**src/hw/rtl/ppfr_pkg.sv**
```systemverilog
// shared constants, types and helpers of the pixel packet frame ring
`default_nettype none
package ppfr_pkg;

    localparam int PIXELS       = 800;
    localparam int SLOTS        = 6;
    localparam int CHANNELS     = 4;
    localparam int HEADER_BYTES = 6;

    localparam int GROUP_RAW = CHANNELS;
    localparam int GROUP_RLE = CHANNELS + 1;

    localparam logic [9:0] PIXELS_W = 10'(PIXELS);
    localparam logic [2:0] SLOTS_W  = 3'(SLOTS);

    typedef logic [2:0] slot_t;

    localparam logic [1:0] KIND_RUN     = 2'd0;
    localparam logic [1:0] KIND_DONE    = 2'd1;
    localparam logic [1:0] KIND_RELEASE = 2'd2;

    localparam logic [1:0] PHASE_NEW      = 2'd0;
    localparam logic [1:0] PHASE_PROGRESS = 2'd1;
    localparam logic [1:0] PHASE_COMPLETE = 2'd2;

    localparam logic [2:0] POS_CMD  = 3'd0;
    localparam logic [2:0] POS_FMT  = 3'd1;
    localparam logic [2:0] POS_HI   = 3'(HEADER_BYTES - 2);
    localparam logic [2:0] POS_LO   = 3'(HEADER_BYTES - 1);
    localparam logic [2:0] POS_DATA = 3'(HEADER_BYTES);
    localparam logic [2:0] POS_IDLE = 3'd7;

    localparam logic [7:0] CMD_NEW  = 8'd0;
    localparam logic [7:0] CMD_CONT = 8'd1;
    localparam logic [7:0] FMT_RAW  = 8'd0;
    localparam logic [7:0] FMT_RLE  = 8'd1;

    localparam logic REG_MIN_INTERVAL = 1'b0;
    localparam logic REG_EARLY_DEPTH  = 1'b1;

    typedef struct packed {
        logic       tick;
        logic [7:0] data;
        logic       first;
        logic       last;
    } item_t;

    typedef struct packed {
        logic [1:0] kind;
        slot_t      slot;
        logic [9:0] start_pixel;
        logic [7:0] run_length;
        logic [7:0] red;
        logic [7:0] green;
        logic [7:0] blue;
        logic [7:0] white;
        logic [9:0] frame_length;
        logic       last;
    } result_t;

    typedef struct packed {
        logic [1:0] count;
        result_t    res0;
        result_t    res1;
    } push_t;

    function automatic slot_t next_slot(slot_t s);
        return (s == SLOTS_W - 3'd1) ? 3'd0 : s + 3'd1;
    endfunction

endpackage
`default_nettype wire

```
**src/hw/rtl/ppfr_front.sv**
```systemverilog
// input queue that takes requests and tags each as a tick or a packet byte
`default_nettype none
module ppfr_front
    import ppfr_pkg::*;
(
    input  wire logic  aclk,
    input  wire logic  aresetn,
    input  wire logic  in_valid,
    output logic       in_ready,
    input  wire logic  in_opcode,
    input  wire logic  [7:0] in_data,
    input  wire logic  in_first,
    input  wire logic  in_last,
    output logic       item_valid,
    input  wire logic  item_ready,
    output item_t      item
);

    item_t      ent_reg [2];
    logic [1:0] cnt_reg, cnt_next;
    logic       rd_reg, wr_reg;
    logic       push, pop;

    assign in_ready   = (cnt_reg != 2'd2);
    assign item_valid = (cnt_reg != 2'd0);
    assign item       = ent_reg[rd_reg];
    assign push       = in_valid && in_ready;
    assign pop        = item_valid && item_ready;

    always_comb begin
        cnt_next = cnt_reg;
        if (push && !pop) begin
            cnt_next = cnt_reg + 2'd1;
        end else if (pop && !push) begin
            cnt_next = cnt_reg - 2'd1;
        end
    end

    always_ff @(posedge aclk) begin
        if (!aresetn) begin
            cnt_reg <= 2'd0;
            rd_reg  <= 1'b0;
            wr_reg  <= 1'b0;
        end else begin
            cnt_reg <= cnt_next;
            if (push) wr_reg <= ~wr_reg;
            if (pop) rd_reg <= ~rd_reg;
        end
    end

    always_ff @(posedge aclk) begin
        if (push) begin
            ent_reg[wr_reg] <= '{tick: in_opcode, data: in_data, first: in_first,
                                 last: in_last};
        end
    end

endmodule
`default_nettype wire

```
**src/hw/rtl/ppfr_back.sv**
```systemverilog
// packet parser, run decoder and frame ring control
`default_nettype none
module ppfr_back
    import ppfr_pkg::*;
(
    input  wire logic  aclk,
    input  wire logic  aresetn,
    input  wire logic  cfg_wr_en,
    input  wire logic  cfg_index,
    input  wire logic  [23:0] cfg_wr_data,
    input  wire logic  item_valid,
    output logic       item_ready,
    input  item_t      item,
    input  wire logic  room,
    output push_t      push
);

    logic [23:0] min_interval_reg;
    logic [2:0]  early_depth_reg;
    logic [1:0]  phase_reg, phase_next;
    logic [15:0] target_reg, target_next;
    logic [9:0]  cursor_reg, cursor_next;
    logic [2:0]  pos_reg, pos_next;
    logic [7:0]  hold_reg, hold_next;
    logic [7:0]  format_reg, format_next;
    logic [7:0]  command_reg, command_next;
    logic        dropped_reg, dropped_next;
    logic [39:0] group_reg, group_next;
    logic [2:0]  fill_reg, fill_next;
    slot_t       front_reg, front_next;
    slot_t       back_reg, back_next;
    logic [2:0]  buffered_reg, buffered_next;
    logic [23:0] elapsed_reg, elapsed_next;
    logic [9:0]  slot_length [SLOTS];

    logic        accept;
    logic        len_we;
    logic [9:0]  len_val;
    logic [15:0] value;
    logic [9:0]  lim, rem;
    logic [7:0]  count, run;
    logic [2:0]  gsize;
    logic        run_ok;
    result_t     r0, r1;
    logic [1:0]  n;

    assign item_ready = room;
    assign accept     = item_valid && room;

    always_comb begin
        phase_next    = phase_reg;
        target_next   = target_reg;
        cursor_next   = cursor_reg;
        pos_next      = pos_reg;
        hold_next     = hold_reg;
        format_next   = format_reg;
        command_next  = command_reg;
        dropped_next  = dropped_reg;
        group_next    = group_reg;
        fill_next     = fill_reg;
        front_next    = front_reg;
        back_next     = back_reg;
        buffered_next = buffered_reg;
        elapsed_next  = elapsed_reg;
        len_we  = 1'b0;
        len_val = '0;
        value   = '0;
        lim     = '0;
        rem     = '0;
        count   = '0;
        run     = '0;
        run_ok  = 1'b0;
        gsize   = (format_reg == FMT_RLE) ? 3'(GROUP_RLE) : 3'(GROUP_RAW);
        r0 = '0;
        r1 = '0;
        n  = 2'd0;
        if (item.tick) begin
            if (elapsed_reg != 24'hFFFFFF) elapsed_next = elapsed_reg + 24'd1;
            if (buffered_reg != 3'd0 && !(elapsed_next < min_interval_reg &&
                                         buffered_reg < early_depth_reg)) begin
                r0.kind         = KIND_RELEASE;
                r0.slot         = front_reg;
                r0.frame_length = slot_length[front_reg];
                n               = 2'd1;
                front_next      = next_slot(front_reg);
                buffered_next   = buffered_reg - 3'd1;
                elapsed_next    = '0;
            end
        end else if (item.first || pos_reg != POS_IDLE) begin
            if (item.first) begin
                pos_next     = POS_CMD;
                dropped_next = 1'b0;
                fill_next    = '0;
                group_next   = '0;
            end
            if (pos_next != POS_DATA) begin
                if (pos_next == POS_CMD) command_next = item.data;
                if (pos_next == POS_FMT) format_next = item.data;
                if (pos_next == POS_HI) hold_next = item.data;
                if (pos_next == POS_LO) begin
                    value      = {hold_reg, item.data};
                    fill_next  = '0;
                    group_next = '0;
                    if (command_next == CMD_NEW ||
                        (command_next == CMD_CONT && phase_reg == PHASE_PROGRESS)) begin
                        if (command_next == CMD_NEW) begin
                            cursor_next = '0;
                            target_next = value;
                        end else begin
                            cursor_next = (value < 16'(PIXELS)) ? value[9:0] : PIXELS_W;
                        end
                        if (buffered_reg >= SLOTS_W) begin
                            phase_next   = PHASE_COMPLETE;
                            dropped_next = 1'b1;
                        end else begin
                            phase_next = PHASE_PROGRESS;
                        end
                    end else begin
                        dropped_next = 1'b1;
                    end
                end
                pos_next = pos_next + 3'd1;
            end else if (!dropped_next && format_reg <= FMT_RLE) begin
                group_next = {group_next[31:0], item.data};
                fill_next  = fill_next + 3'd1;
                if (fill_next >= gsize) begin
                    fill_next = '0;
                    lim = (target_reg < 16'(PIXELS)) ? target_reg[9:0] : PIXELS_W;
                    if (cursor_reg < lim) begin
                        rem   = lim - cursor_reg;
                        count = (format_reg == FMT_RLE) ?
                                group_next[8*GROUP_RLE-1 -: 8] : 8'd1;
                        run   = ({2'b00, count} > rem) ? rem[7:0] : count;
                        run_ok = (run != 8'd0);
                    end
                    if (run_ok) begin
                        r0.kind        = KIND_RUN;
                        r0.slot        = back_reg;
                        r0.start_pixel = cursor_reg;
                        r0.run_length  = run;
                        r0.green       = group_next[8*CHANNELS-1 -: 8];
                        r0.red         = group_next[8*CHANNELS-9 -: 8];
                        r0.blue        = group_next[8*CHANNELS-17 -: 8];
                        r0.white       = (CHANNELS >= 4) ? group_next[7:0] : 8'd0;
                        n              = 2'd1;
                        cursor_next    = cursor_reg + {2'b00, run};
                    end
                end
            end
            if (item.last) begin
                if (pos_next == POS_DATA && !dropped_next &&
                    ({6'd0, cursor_next} == target_next || cursor_next == PIXELS_W) &&
                    buffered_reg < SLOTS_W) begin
                    len_val = (target_next < 16'(PIXELS)) ? target_next[9:0] : PIXELS_W;
                    len_we  = 1'b1;
                    r1 = '0;
                    r1.kind         = KIND_DONE;
                    r1.slot         = back_reg;
                    r1.frame_length = len_val;
                    if (n == 2'd0) r0 = r1;
                    n             = n + 2'd1;
                    back_next     = next_slot(back_reg);
                    buffered_next = buffered_reg + 3'd1;
                    phase_next    = PHASE_COMPLETE;
                end
                pos_next = POS_IDLE;
            end
        end
        if (n == 2'd1) r0.last = 1'b1;
        if (n == 2'd2) r1.last = 1'b1;
    end

    assign push = '{count: accept ? n : 2'd0, res0: r0, res1: r1};

    always_ff @(posedge aclk) begin
        if (!aresetn) begin
            min_interval_reg <= 24'd36000;
            early_depth_reg  <= 3'd5;
            phase_reg    <= PHASE_COMPLETE;
            target_reg   <= '0;
            cursor_reg   <= '0;
            pos_reg      <= POS_CMD;
            hold_reg     <= '0;
            format_reg   <= '0;
            command_reg  <= '0;
            dropped_reg  <= 1'b0;
            group_reg    <= '0;
            fill_reg     <= '0;
            front_reg    <= '0;
            back_reg     <= '0;
            buffered_reg <= '0;
            elapsed_reg  <= '0;
        end else begin
            if (cfg_wr_en && cfg_index == REG_MIN_INTERVAL) min_interval_reg <= cfg_wr_data;
            if (cfg_wr_en && cfg_index == REG_EARLY_DEPTH) early_depth_reg <= cfg_wr_data[2:0];
            if (accept) begin
                phase_reg    <= phase_next;
                target_reg   <= target_next;
                cursor_reg   <= cursor_next;
                pos_reg      <= pos_next;
                hold_reg     <= hold_next;
                format_reg   <= format_next;
                command_reg  <= command_next;
                dropped_reg  <= dropped_next;
                group_reg    <= group_next;
                fill_reg     <= fill_next;
                front_reg    <= front_next;
                back_reg     <= back_next;
                buffered_reg <= buffered_next;
                elapsed_reg  <= elapsed_next;
            end
        end
    end

    always_ff @(posedge aclk) begin
        if (accept && len_we) slot_length[back_reg] <= len_val;
    end

endmodule
`default_nettype wire

```
**src/hw/rtl/ppfr_outq.sv**
```systemverilog
// result queue taking up to two results a cycle with room, giving one while ready
`default_nettype none
module ppfr_outq
    import ppfr_pkg::*;
(
    input  wire logic  aclk,
    input  wire logic  aresetn,
    input  push_t      push,
    output logic       room,
    output logic       out_valid,
    input  wire logic  out_ready,
    output result_t    out_res
);

    result_t    ent_reg [4];
    logic [2:0] cnt_reg;
    logic [1:0] rd_reg, wr_reg;
    logic       pop;

    assign room      = (cnt_reg <= 3'd2);
    assign out_valid = (cnt_reg != 3'd0);
    assign out_res   = ent_reg[rd_reg];
    assign pop       = out_valid && out_ready;

    always_ff @(posedge aclk) begin
        if (!aresetn) begin
            cnt_reg <= '0;
            rd_reg  <= '0;
            wr_reg  <= '0;
        end else begin
            cnt_reg <= cnt_reg + {1'b0, push.count} - {2'b00, pop};
            wr_reg  <= wr_reg + push.count;
            if (pop) rd_reg <= rd_reg + 2'd1;
        end
    end

    always_ff @(posedge aclk) begin
        if (push.count != 2'd0) ent_reg[wr_reg] <= push.res0;
        if (push.count == 2'd2) ent_reg[wr_reg + 2'd1] <= push.res1;
    end

endmodule
`default_nettype wire

```
**src/hw/rtl/pixel_packet_frame_ring.sv**
```systemverilog
// top level of the pixel packet frame ring
//
// channel  | ports        | tdata / tuser
// input    | s_axis_*     | byte and first mark / opcode, tlast is last byte
// result   | m_axis_*     | run, colour and length / kind, tlast is last result
// config   | cfg_*        | index 0 interval, index 1 early release depth
//
// one request is taken per cycle while there is room; two results go out separately
// two-entry input queue, four-entry result queue set the stall decoupling
// the parser accepts while at least two result places are free
// reset is synchronous and active low; no clearing pass after reset
`default_nettype none
module pixel_packet_frame_ring
    import ppfr_pkg::*;
(
    input  wire logic        aclk,
    input  wire logic        aresetn,
    input  wire logic        cfg_wr_en,
    input  wire logic        cfg_index,
    input  wire logic [23:0] cfg_wr_data,
    input  wire logic        s_axis_tvalid,
    output logic             s_axis_tready,
    input  wire logic [15:0] s_axis_tdata,  // data_byte, first_byte
    input  wire logic        s_axis_tuser,  // opcode
    input  wire logic        s_axis_tlast,
    output logic             m_axis_tvalid,
    input  wire logic        m_axis_tready,
    output logic [63:0]      m_axis_tdata,  // slot, start_pixel, run_length, red, green,
                                            // blue, white, frame_length
    output logic [1:0]       m_axis_tuser,  // kind
    output logic             m_axis_tlast
);

    item_t   item;
    logic    item_valid, item_ready, room;
    push_t   push;
    result_t res;

    ppfr_front u_front (
        .aclk, .aresetn,
        .in_valid(s_axis_tvalid), .in_ready(s_axis_tready),
        .in_opcode(s_axis_tuser), .in_data(s_axis_tdata[7:0]),
        .in_first(s_axis_tdata[8]), .in_last(s_axis_tlast),
        .item_valid, .item_ready, .item
    );

    ppfr_back u_back (
        .aclk, .aresetn, .cfg_wr_en, .cfg_index, .cfg_wr_data,
        .item_valid, .item_ready, .item, .room, .push
    );

    ppfr_outq u_outq (
        .aclk, .aresetn, .push, .room,
        .out_valid(m_axis_tvalid), .out_ready(m_axis_tready), .out_res(res)
    );

    assign m_axis_tdata = {1'b0, res.frame_length, res.white, res.blue, res.green,
                           res.red, res.run_length, res.start_pixel, res.slot};
    assign m_axis_tuser = res.kind;
    assign m_axis_tlast = res.last;

endmodule
`default_nettype wire

```
**config.mk**
```make
export PLATFORM = sky130hd
export DESIGN_NAME = pixel_packet_frame_ring
export DESIGN_NICKNAME = d
export VERILOG_FILES = /design/src/hw/rtl/ppfr_pkg.sv /design/src/hw/rtl/ppfr_front.sv /design/src/hw/rtl/ppfr_back.sv /design/src/hw/rtl/ppfr_outq.sv /design/src/hw/rtl/pixel_packet_frame_ring.sv
export SDC_FILE = /design/constraint.sdc
export NUM_CORES = 1
export LEC_CHECK = 0
export BUFFER_PORTS_ARGS = -buffer_cell sky130_fd_sc_hd__clkbuf_2
export CAP_MARGIN = 0
export CORE_MARGIN = 2
export CORE_UTILIZATION = 45
export CTS_CLUSTER_DIAMETER = 120
export CTS_CLUSTER_SIZE = 20
export DETAILED_ROUTE_END_ITERATION = 10
export PLACE_DENSITY_LB_ADDON = 0.2
export SLEW_MARGIN = 20
export SYNTH_ARGS = -nofsm -noshare
export SYNTH_HDL_FRONTEND = slang
export SYNTH_SLANG_ARGS = --single-unit
```
**constraint.sdc**
```tcl
create_clock -name aclk -period 20.7 [get_ports aclk]
set_clock_uncertainty 0.05 [all_clocks]
set_input_delay 2.07 -clock aclk [delete_from_list [all_inputs] [get_ports aclk]]
set_output_delay 2.07 -clock aclk [all_outputs]
set_load 0.01 [all_outputs]
```
==> results of run 1 <==
[power breakdown]
group / switching (W) / internal, W
clock network: 0.000331 / 0.000259
logic: 0.000369 / 0.000188
registers: 0.0000495 / 0.00107
[Yosys cell counts, types with 8 or more instances]
master     instances
a211o_1            9
a211oi_1          52
a21o_1            16
a21oi_1          166
a22oi_1           39
a2bb2oi_1          8
a31oi_1           22
and2_1            20
and3_1            23
buf_1             20
clkbuf_1         154
dfxtp_1          372
edfxtp_1         142
ha_1              65
inv_1             69
mux2_2            13
mux2i_1           35
mux4_2            76
nand2_1          289
nand2b_1          13
nand3_1          223
nand3b_1           9
nand4_1           23
nor2_1           249
nor2b_1           12
nor3_1            30
nor4_1            16
o211ai_1          20
o21ai_0          208
o21ai_1           29
o22ai_1           45
or3_1             25
or4_1              8
xnor2_1           34
xor2_1            16
[cell usage in the layout (no fill, tap or decap), types with 22 or more instances in the layout]
cell | synthesis | final
xnor2_1 | 34 | 34
a211oi_1 | 52 | 52
clkbuf_16 | 0 | 29
nor3_1 | 30 | 26
nor2_1 | 249 | 248
nand2_1 | 289 | 283
ha_1 | 65 | 65
a21oi_1 | 166 | 165
o21ai_0 | 208 | 208
and3_1 | 23 | 22
o22ai_1 | 45 | 45
edfxtp_1 | 142 | 142
mux4_2 | 76 | 76
dfxtp_1 | 372 | 370
mux2i_1 | 35 | 34
buf_4 | 1 | 43
a31oi_1 | 22 | 22
a22oi_1 | 39 | 39
clkbuf_2 | 1 | 108
nand4_1 | 23 | 23
nand3_1 | 223 | 222
or3_1 | 25 | 25
inv_1 | 69 | 69
o21ai_1 | 29 | 29
[critical path: cells and delay by family (launching register included)]
family,cells,cell delay [ns]
flip-flops,1,0.31
AO/OA/AOI/OAI,14,4.86
buffers and inverters,2,0.35
AND/OR/NAND/NOR,15,3.75
XOR/XNOR,1,0.15
adder cells (fa/ha/maj),6,2.08
[worst max-delay path by stage]
stage / slack, ns / to
5_1_grt: 8.04 / u_outq.ent_reg[0][8]
6_report: 8.87 / u_outq.ent_reg[0][8]
2_1_floorplan: 11.06 / u_outq.ent_reg[3][0]
3_5_place_dp: 9.04 / u_outq.ent_reg[0][8]
3_3_place_gp: 9.08 / u_outq.ent_reg[0][4]
4_1_cts: 8.99 / u_outq.ent_reg[0][8]
[per-stage QoR]
stage	hold WS [ns]	std cells	utilization	total power, W	instance area (sq um)
floorplan	0.379	2663	-	0.00150	24900
global placement	0.386	3335	0.474	0.00168	26000
detailed placement	0.394	3335	0.474	0.00169	26000
CTS	0.406	3379	0.489	0.00227	26800
global route	0.418	3379	0.489	0.00237	26800
finish	0.402	3379	0.489	0.00226	26800
[area by class of cell]
cell class                      count  area (sq um)  area share
Multi-Input combinational cell   1893         12300       0.458
Sequential cell                   514         11700       0.437
Tap cell                          704           881      0.0328
Timing Repair Buffer              151           863      0.0322
Clock buffer                       42           774      0.0289
Inverter                           73           277      0.0103
Clock inverter                      2          17.5    0.000653
[routing by layer]
metal / GRT usage / wire, microns / vias to the layer above
met3: 0.0304 / 4340 / 114
li1: - / - / 9725
met4: 0.0763 / 2150 / 2
met1: 0.349 / 32700 / 10067
met5: 0 / 13 / -
met2: 0.419 / 34500 / 687
[cells by family (layout without fill, tap and decap cells)]
kind of cell / Yosys count / count (layout) / synth area share
flops: 514 / 514 / 0.471
buf+inv: 256 / 268 / 0.0394
fa+ha+maj: 69 / 69 / 0.0359
simple gates: 969 / 969 / 0.180
other cells: 1 / 1 / 0.000151
compound gates: 679 / 679 / 0.166
xor+xnor: 50 / 50 / 0.0176
mux: 125 / 125 / 0.0894
==> impl_metrics.toml, run 1 <==
[run_status]
status = "completed"

[critical_path]
r2r_start = "u_back.target_reg[12]"
crit_type = "flop to flop"
slowest_delay_ns = 0.73
end_kind = "flop"
crit_fanout = 39
cp_slowest_cell = "a2bb2oi_1"
worstPathArrival_ns = 12.08
crit_start = "u_back.target_reg[12]"
rr_endpoint = "u_outq.ent_reg[0][8]"
cp_data_required_time_ns = 20.96
setup.worst_path.start_class = "flop"
rrSetupSlack_ns = 8.87
reg2reg_depth = 38

[drt]
drt_wl_total_mm = 73.7
ant_nets = 0
via_count = 20595
vias_per_cell = 6.09
post_drt_wl_per_cell_microns = 21.8
drt_iter0_markers = 1873
drc_errors = 0
drtPass1Iterations = 5

[power]
power.leakage_nw = 9.11
power.density_nw_per_um2 = 84.4
peakVddDrop_mv = 0.0695

[floorplan]
initial_core_util = 0.453
chipWidth_microns = 239
die_area_sq_um = 57200
rows = 86
dieHeight_microns = 239
core_sq_um = 54900
pin_count = 117

[placed_design]
portBuffers = 108
place.detailed.hpwl_mm = 49.2
place.gp.congestion = 0.944
dpl_worst_slack_ns = 9.04

[clocking]
clk_latency_ns = 0.62
h-tree-depth = 1
cts_tree = "yes"
cts_hold_buf = 0
ctsResizeCount = 0
path_clk_slew_ns = 0.09
postCtsSetupBuffers = 0
cts_max_path_buffers = 3
numCtsBuffers = 29
clock_sinks = 514
cts-root-buf = "clkbuf_16"

[sta]
finalCriticalPeriod_ns = 11.83
finalSetupViolations = 0
max_freq_mhz = 84.6
rsz0062_at_grt = "false"
relSlewSlack = 0.296
finalHoldViolCount = 0
maxSlewViolCount = 0
tns_ns = 0
worst_pin_slew_ns = 1.06
layout_setup_ws_ns = 8.87
period_share = 0.571

[global_routing]
grt_first_pass_wirelength_mm = 114
grt.overflow.total = 0
grt_pass1_vias = 19634
grt_max_degree = 98
grtUsageTotal = 0.254
antenna_found_initial = 1

[worst_hold_path]
holdPathEnd = "u_outq.ent_reg[0][36]"
hp-class = "flop to flop"
holdCritStartpoint = "u_outq.ent_reg[0][36]"
hold_path_depth = 2

[logic_synthesis]
syn_area_per_cell_sq_um = 9.34
synthDistinctLibCells = 87
synth_nets = 2780
yosysTopAreaCellShare = 0.299
syn_inst = 2663
synth_area_sq_um = 24900
yosys_register_bits = 514
synth-main-ff-cell = "dfxtp_1"
synth_edf_count = 142
synthTopCellsByArea = "dfxtp_1, edfxtp_1, mux4_2"
yosys_warnings = 0
async_flop_share = 0
yosysSeqAreaShare = 0.471
synth_largest_area_cell = "dfxtp_1"

[job]
cap_viol_max_count = 0

[cells_and_area]
n_antenna_cell = 0
fin_nets = 2779
fillCellCount = 5147
syn_to_final_growth_pct = 7.83
layout-drive-gt1-share = 0.117
largest_reg_flops = 264
(Power assumes the default switching activity.)
==> run 2, diff against run 1 <==
clock period = 12.3 ns   (was 20.7 ns; I/O delays follow)
==> impl_metrics.toml, run 2 (synthesized netlist as in run 1, its figures left out) <==
[power]
power.leakage_nw = 9.18
peakVddDrop_mv = 0.110
power.density_nw_per_um2 = 142

[floorplan]
die_area_sq_um = 57200
chipWidth_microns = 239
rows = 86
core_sq_um = 54900
initial_core_util = 0.453
dieHeight_microns = 239
pin_count = 117

[clocking]
numCtsBuffers = 29
cts_hold_buf = 0
h-tree-depth = 1
cts_tree = "yes"
cts-root-buf = "clkbuf_16"
clock_sinks = 514
postCtsSetupBuffers = 0
path_clk_slew_ns = 0.09
clk_latency_ns = 0.61
cts_max_path_buffers = 3

[sta]
rsz0062_at_grt = "false"
max_freq_mhz = 88.1
finalSetupViolations = 0
hold-worst-slack_ns = 0.402
finalHoldViolCount = 0
tns_ns = 0
period_share = 0.922
relSlewSlack = 0.220
finalCriticalPeriod_ns = 11.35
maxSlewViolCount = 0
worst_pin_slew_ns = 1.16

[critical_path]
cp_data_required_time_ns = 12.58
critPathBufInv = 1
worstPathArrival_ns = 11.63
end_kind = "flop"
cp_slowest_cell = "a311oi_1"
path_delay_family = "compound AO/OA/AOI/OAI gates"
slowest_delay_ns = 0.66
crit_fanout = 54
setup.worst_path.start_class = "flop"
crit_type = "flop to flop"

[cells_and_area]
syn_to_final_growth_pct = 8.33
largest_reg_flops = 264
fin_nets = 2787
n_antenna_cell = 0
final_common_cell = "dfxtp_1"
layout_common_cells = "dfxtp_1, nand2_1, nor2_1, nand3_1, o21ai_0"
layout-drive-gt1-share = 0.120
finish.utilization = 0.491

[drt]
drt_iter0_markers = 1862
wl_met2_mm = 34.5
drtPass1Iterations = 6
drc_errors = 0
ant_nets = 0
routed.top_layer = "met4"
drt_wl_total_mm = 72.7
post_drt_wl_per_cell_microns = 21.5
wl_met3_mm = 4.64
vias_per_cell = 6.07
wl_met1_mm = 31.9
via_count = 20537

[global_routing]
grtUsageTotal = 0.251
grt_pass1_vias = 19743
grt_max_degree = 94
antenna_found_initial = 0
grt.overflow.total = 0
grt_first_pass_wirelength_mm = 113

[run_status]
status = "completed"

[job]
cap_viol_max_count = 0

[worst_hold_path]
hp-class = "flop to flop"

[placed_design]
place.detailed.hpwl_mm = 49.7
portBuffers = 108
place.gp.congestion = 0.941
## run 2: area by class of cell
cell class,instances,area (sq um)
fillers,5145,27900
inverters,73,277
well taps,704,881
multi-input cells,1893,12300
clock buffers,42,785
flip-flops and latches,514,11700
clock inverters,1,30.0
repair buffers,159,948
## run 2: routing by layer
layer,vias up,GRT usage
met1,9977,0.345
met5,-,0
met2,718,0.417
li1,9737,-
met4,0,0.0689
met3,105,0.0309
## run 2: report_power, final
group	total, W	internal (W)	switching, W
clock network	0.00101	0.000460	0.000550
logic	0.000936	0.000318	0.000619
registers	0.00187	0.00180	0.0000770
## run 2: path summary, 6_finish.rpt
kind	slack (ns)	start	endpoint	cells past startpoint
hold reg to reg	0.40	u_outq.ent_reg[0][33]	u_outq.ent_reg[0][33]	2
setup / recovery	0.95	u_back.target_reg[12]	u_outq.ent_reg[2][5]	37
setup reg to reg	0.95	u_back.target_reg[12]	u_outq.ent_reg[2][5]	37
hold / removal	0.40	u_outq.ent_reg[0][33]	u_outq.ent_reg[0][33]	2
## run 2: through the flow
stage	setup slack, ns	power [W]	std cells	area [sq um]
final	0.955	0.00382	3386	26900
after global routing	0.0521	0.00399	3386	26900
after CTS	0.878	0.00384	3386	26900
after detailed placement	0.921	0.00284	3343	26100
after global placement	0.963	0.00282	3343	26100
after floorplan	2.66	0.00252	2663	24900
## run 2: worst reg2reg max path: cells and delay by family (launching register included)
kind	cells	cell delay (ns)
compound gates	14	4.25
simple gates	15	4.15
fa+ha+maj	6	2.13
flops	1	0.32
xor+xnor	1	0.15
buf+inv	1	0.06
## run 2: repair_timing
item                                    CTS  global route
gates resized for setup                   0             3
endpoints found under the setup margin    0           162
hold endpoints to repair                  0             0
==> run 3, diff against run 2 <==
SYNTH_HIERARCHICAL = 1   (was default)
TNS_END_PERCENT = 10   (was default)
==> impl_metrics.toml, run 3 <==
[run_status]
status = "completed"

[drt]
routed.top_layer = "met4"
via_count = 18745
wl_met1_mm = 32.6
vias_per_cell = 5.75
wl_met2_mm = 34.1
drc_errors = 0
drt_wl_total_mm = 71.1
post_drt_wl_per_cell_microns = 21.8
drt_iter0_markers = 1366
drtPass1Iterations = 7
wl_met3_mm = 2.84
ant_nets = 0

[logic_synthesis]
yosys_warnings = 6
yosys_register_bits = 514
synth_commonest_cells = "edfxtp_1, nand2_1, nor2_1, dfxtp_1"
yosysSeqAreaShare = 0.492
synth_largest_area_cell = "edfxtp_1"
syn_area_per_cell_sq_um = 11.8
yosysTopAreaCellShare = 0.372
synthTopCellsByArea = "edfxtp_1, dfxtp_1, mux4_2"
syn_inst = 2371
synth_edf_count = 346
post-synth-top-count-cell = "edfxtp_1"
async_flop_share = 0
synthDistinctLibCells = 111
synth-main-ff-cell = "edfxtp_1"
synth_area_sq_um = 27900

[global_routing]
grtUsageTotal = 0.222
grt.overflow.total = 0
grt_first_pass_wirelength_mm = 110
grt_pass1_vias = 18739
antenna_found_initial = 0
grt_max_degree = 76

[power]
power.density_nw_per_um2 = 145
swShare = 0.342
clockPowerShare = 0.236
internal_power_w = 0.00285
p_comb_frac = 0.310
switching_power_w = 0.00148
seqPwrFrac = 0.454
power.leakage_nw = 10.8
peakVddDrop_mv = 0.147
power_w = 0.00433

[floorplan]
pin_count = 117
initial_core_util = 0.454
dieHeight_microns = 253
die_area_sq_um = 64100
chipWidth_microns = 253
core_sq_um = 61600
rows = 91

[sta]
worst_pin_slew_ns = 1.08
max_freq_mhz = 95.2
finalHoldViolCount = 0
period_share = 0.854
tns_ns = 0
relSlewSlack = 0.279
rsz0062_at_grt = "false"
layout_setup_ws_ns = 1.80
finalSetupViolations = 0
finalCriticalPeriod_ns = 10.50
maxSlewViolCount = 0

[clocking]
ctsResizeCount = 0
cts_tree = "yes"
cts_max_path_buffers = 3
clock_sinks = 514
numCtsBuffers = 29
path_clk_slew_ns = 0.10
h-tree-depth = 1
clk_latency_ns = 0.62
cts_hold_buf = 0
cts-root-buf = "clkbuf_16"
postCtsSetupBuffers = 0

[critical_path]
end_kind = "flop"
crit_fanout = 26
slowest_delay_ns = 0.75
worstPathArrival_ns = 10.76
cp_slowest_cell = "nor2_4"
critPathBufInv = 5
setup.worst_path.start_class = "flop"
cp_data_required_time_ns = 12.56
path_delay_family = "simple AND/OR/NAND/NOR gates"
crit_type = "flop to flop"

[cells_and_area]
final_common_cell = "edfxtp_1"
largest_reg_flops = 264
instances_no_fill = 3261
layout-drive-gt1-share = 0.191
layout_common_cells = "edfxtp_1, nand2_1, nor2_1, dfxtp_1"
fin_nets = 2519
syn_to_final_growth_pct = 6.96
finish.utilization = 0.485

[worst_hold_path]
hp-class = "flop to flop"

[placed_design]
dpl_worst_slack_ns = 1.89
place.gp.congestion = 0.925
dp_cells = 3208
portBuffers = 108
place.detailed.hpwl_mm = 47.6

[job]
cap_viol_max_count = 0
run 3: metrics by stage:
step           hold WS (ns)  area [sq um]
6_report              0.410         29900
5_1_grt               0.430         29900
4_1_cts               0.411         29900
3_5_place_dp          0.399         29000
3_3_place_gp          0.391         29000
2_1_floorplan         0.381         28100
run 3: layout make-up:
class | instances | area, sq um
multi-input cells | 1647 | 13100
clock buffers | 50 | 805
repair buffers | 141 | 863
flip-flops and latches | 514 | 13800
fillers | 5533 | 31700
well taps | 837 | 1050
diodes | 1 | 2.50
clock inverters | 2 | 28.8
inverters | 69 | 262
run 3: final timing paths:
check | startpoint | to | slack (ns) | cells past startpoint
worst max-delay path | u_back/target_reg[11] | u_outq/ent_reg[1][50] | 1.80 | 40
worst min-delay path | u_back/min_interval_reg[12] | u_back/min_interval_reg[12] | 0.41 | 2
worst max register to register | u_back/target_reg[11] | u_outq/ent_reg[1][50] | 1.80 | 40
worst min register to register | u_back/min_interval_reg[12] | u_back/min_interval_reg[12] | 0.41 | 2
run 3: logic make-up (layout without fill, tap and decap cells):
logic type,count (synthesis),after routing,share of synthesized area
and+or+nand+nor,687,687,0.124
other,2,53,0.000269
buffers and inverters,260,262,0.0492
muxes,394,394,0.188
adders and majority gates,70,70,0.0324
DFF,514,514,0.492
AOI/OAI and AO/OA,391,391,0.0957
xor gates and xnor gates,53,53,0.0181
run 3: worst register-to-register path: cells and delay by family (launching register included):
family                   cells  cell delay [ns]
AO/OA/AOI/OAI               13             3.34
multiplexers                 1             0.31
XOR/XNOR                     1             0.24
adder cells (fa/ha/maj)      5             1.31
AND/OR/NAND/NOR             15             3.84
buffers and inverters        5             0.74
flip-flops                   1             0.32
run 3: power by group through the flow:
stage          clock network, W  registers [W]  logic, W
4_1_cts                 0.00105        0.00197   0.00133
3_3_place_gp                  0        0.00200   0.00132
3_5_place_dp                  0        0.00201   0.00133
5_1_grt                 0.00110        0.00198   0.00146
6_report                0.00102        0.00196   0.00134
2_1_floorplan                 0        0.00195  0.000998
run 3: per-layer routing:
metal,vias up,global-route usage
met5,-,0
met4,0,0.0478
met3,86,0.0229
met2,469,0.377
met1,9380,0.308
li1,8810,-
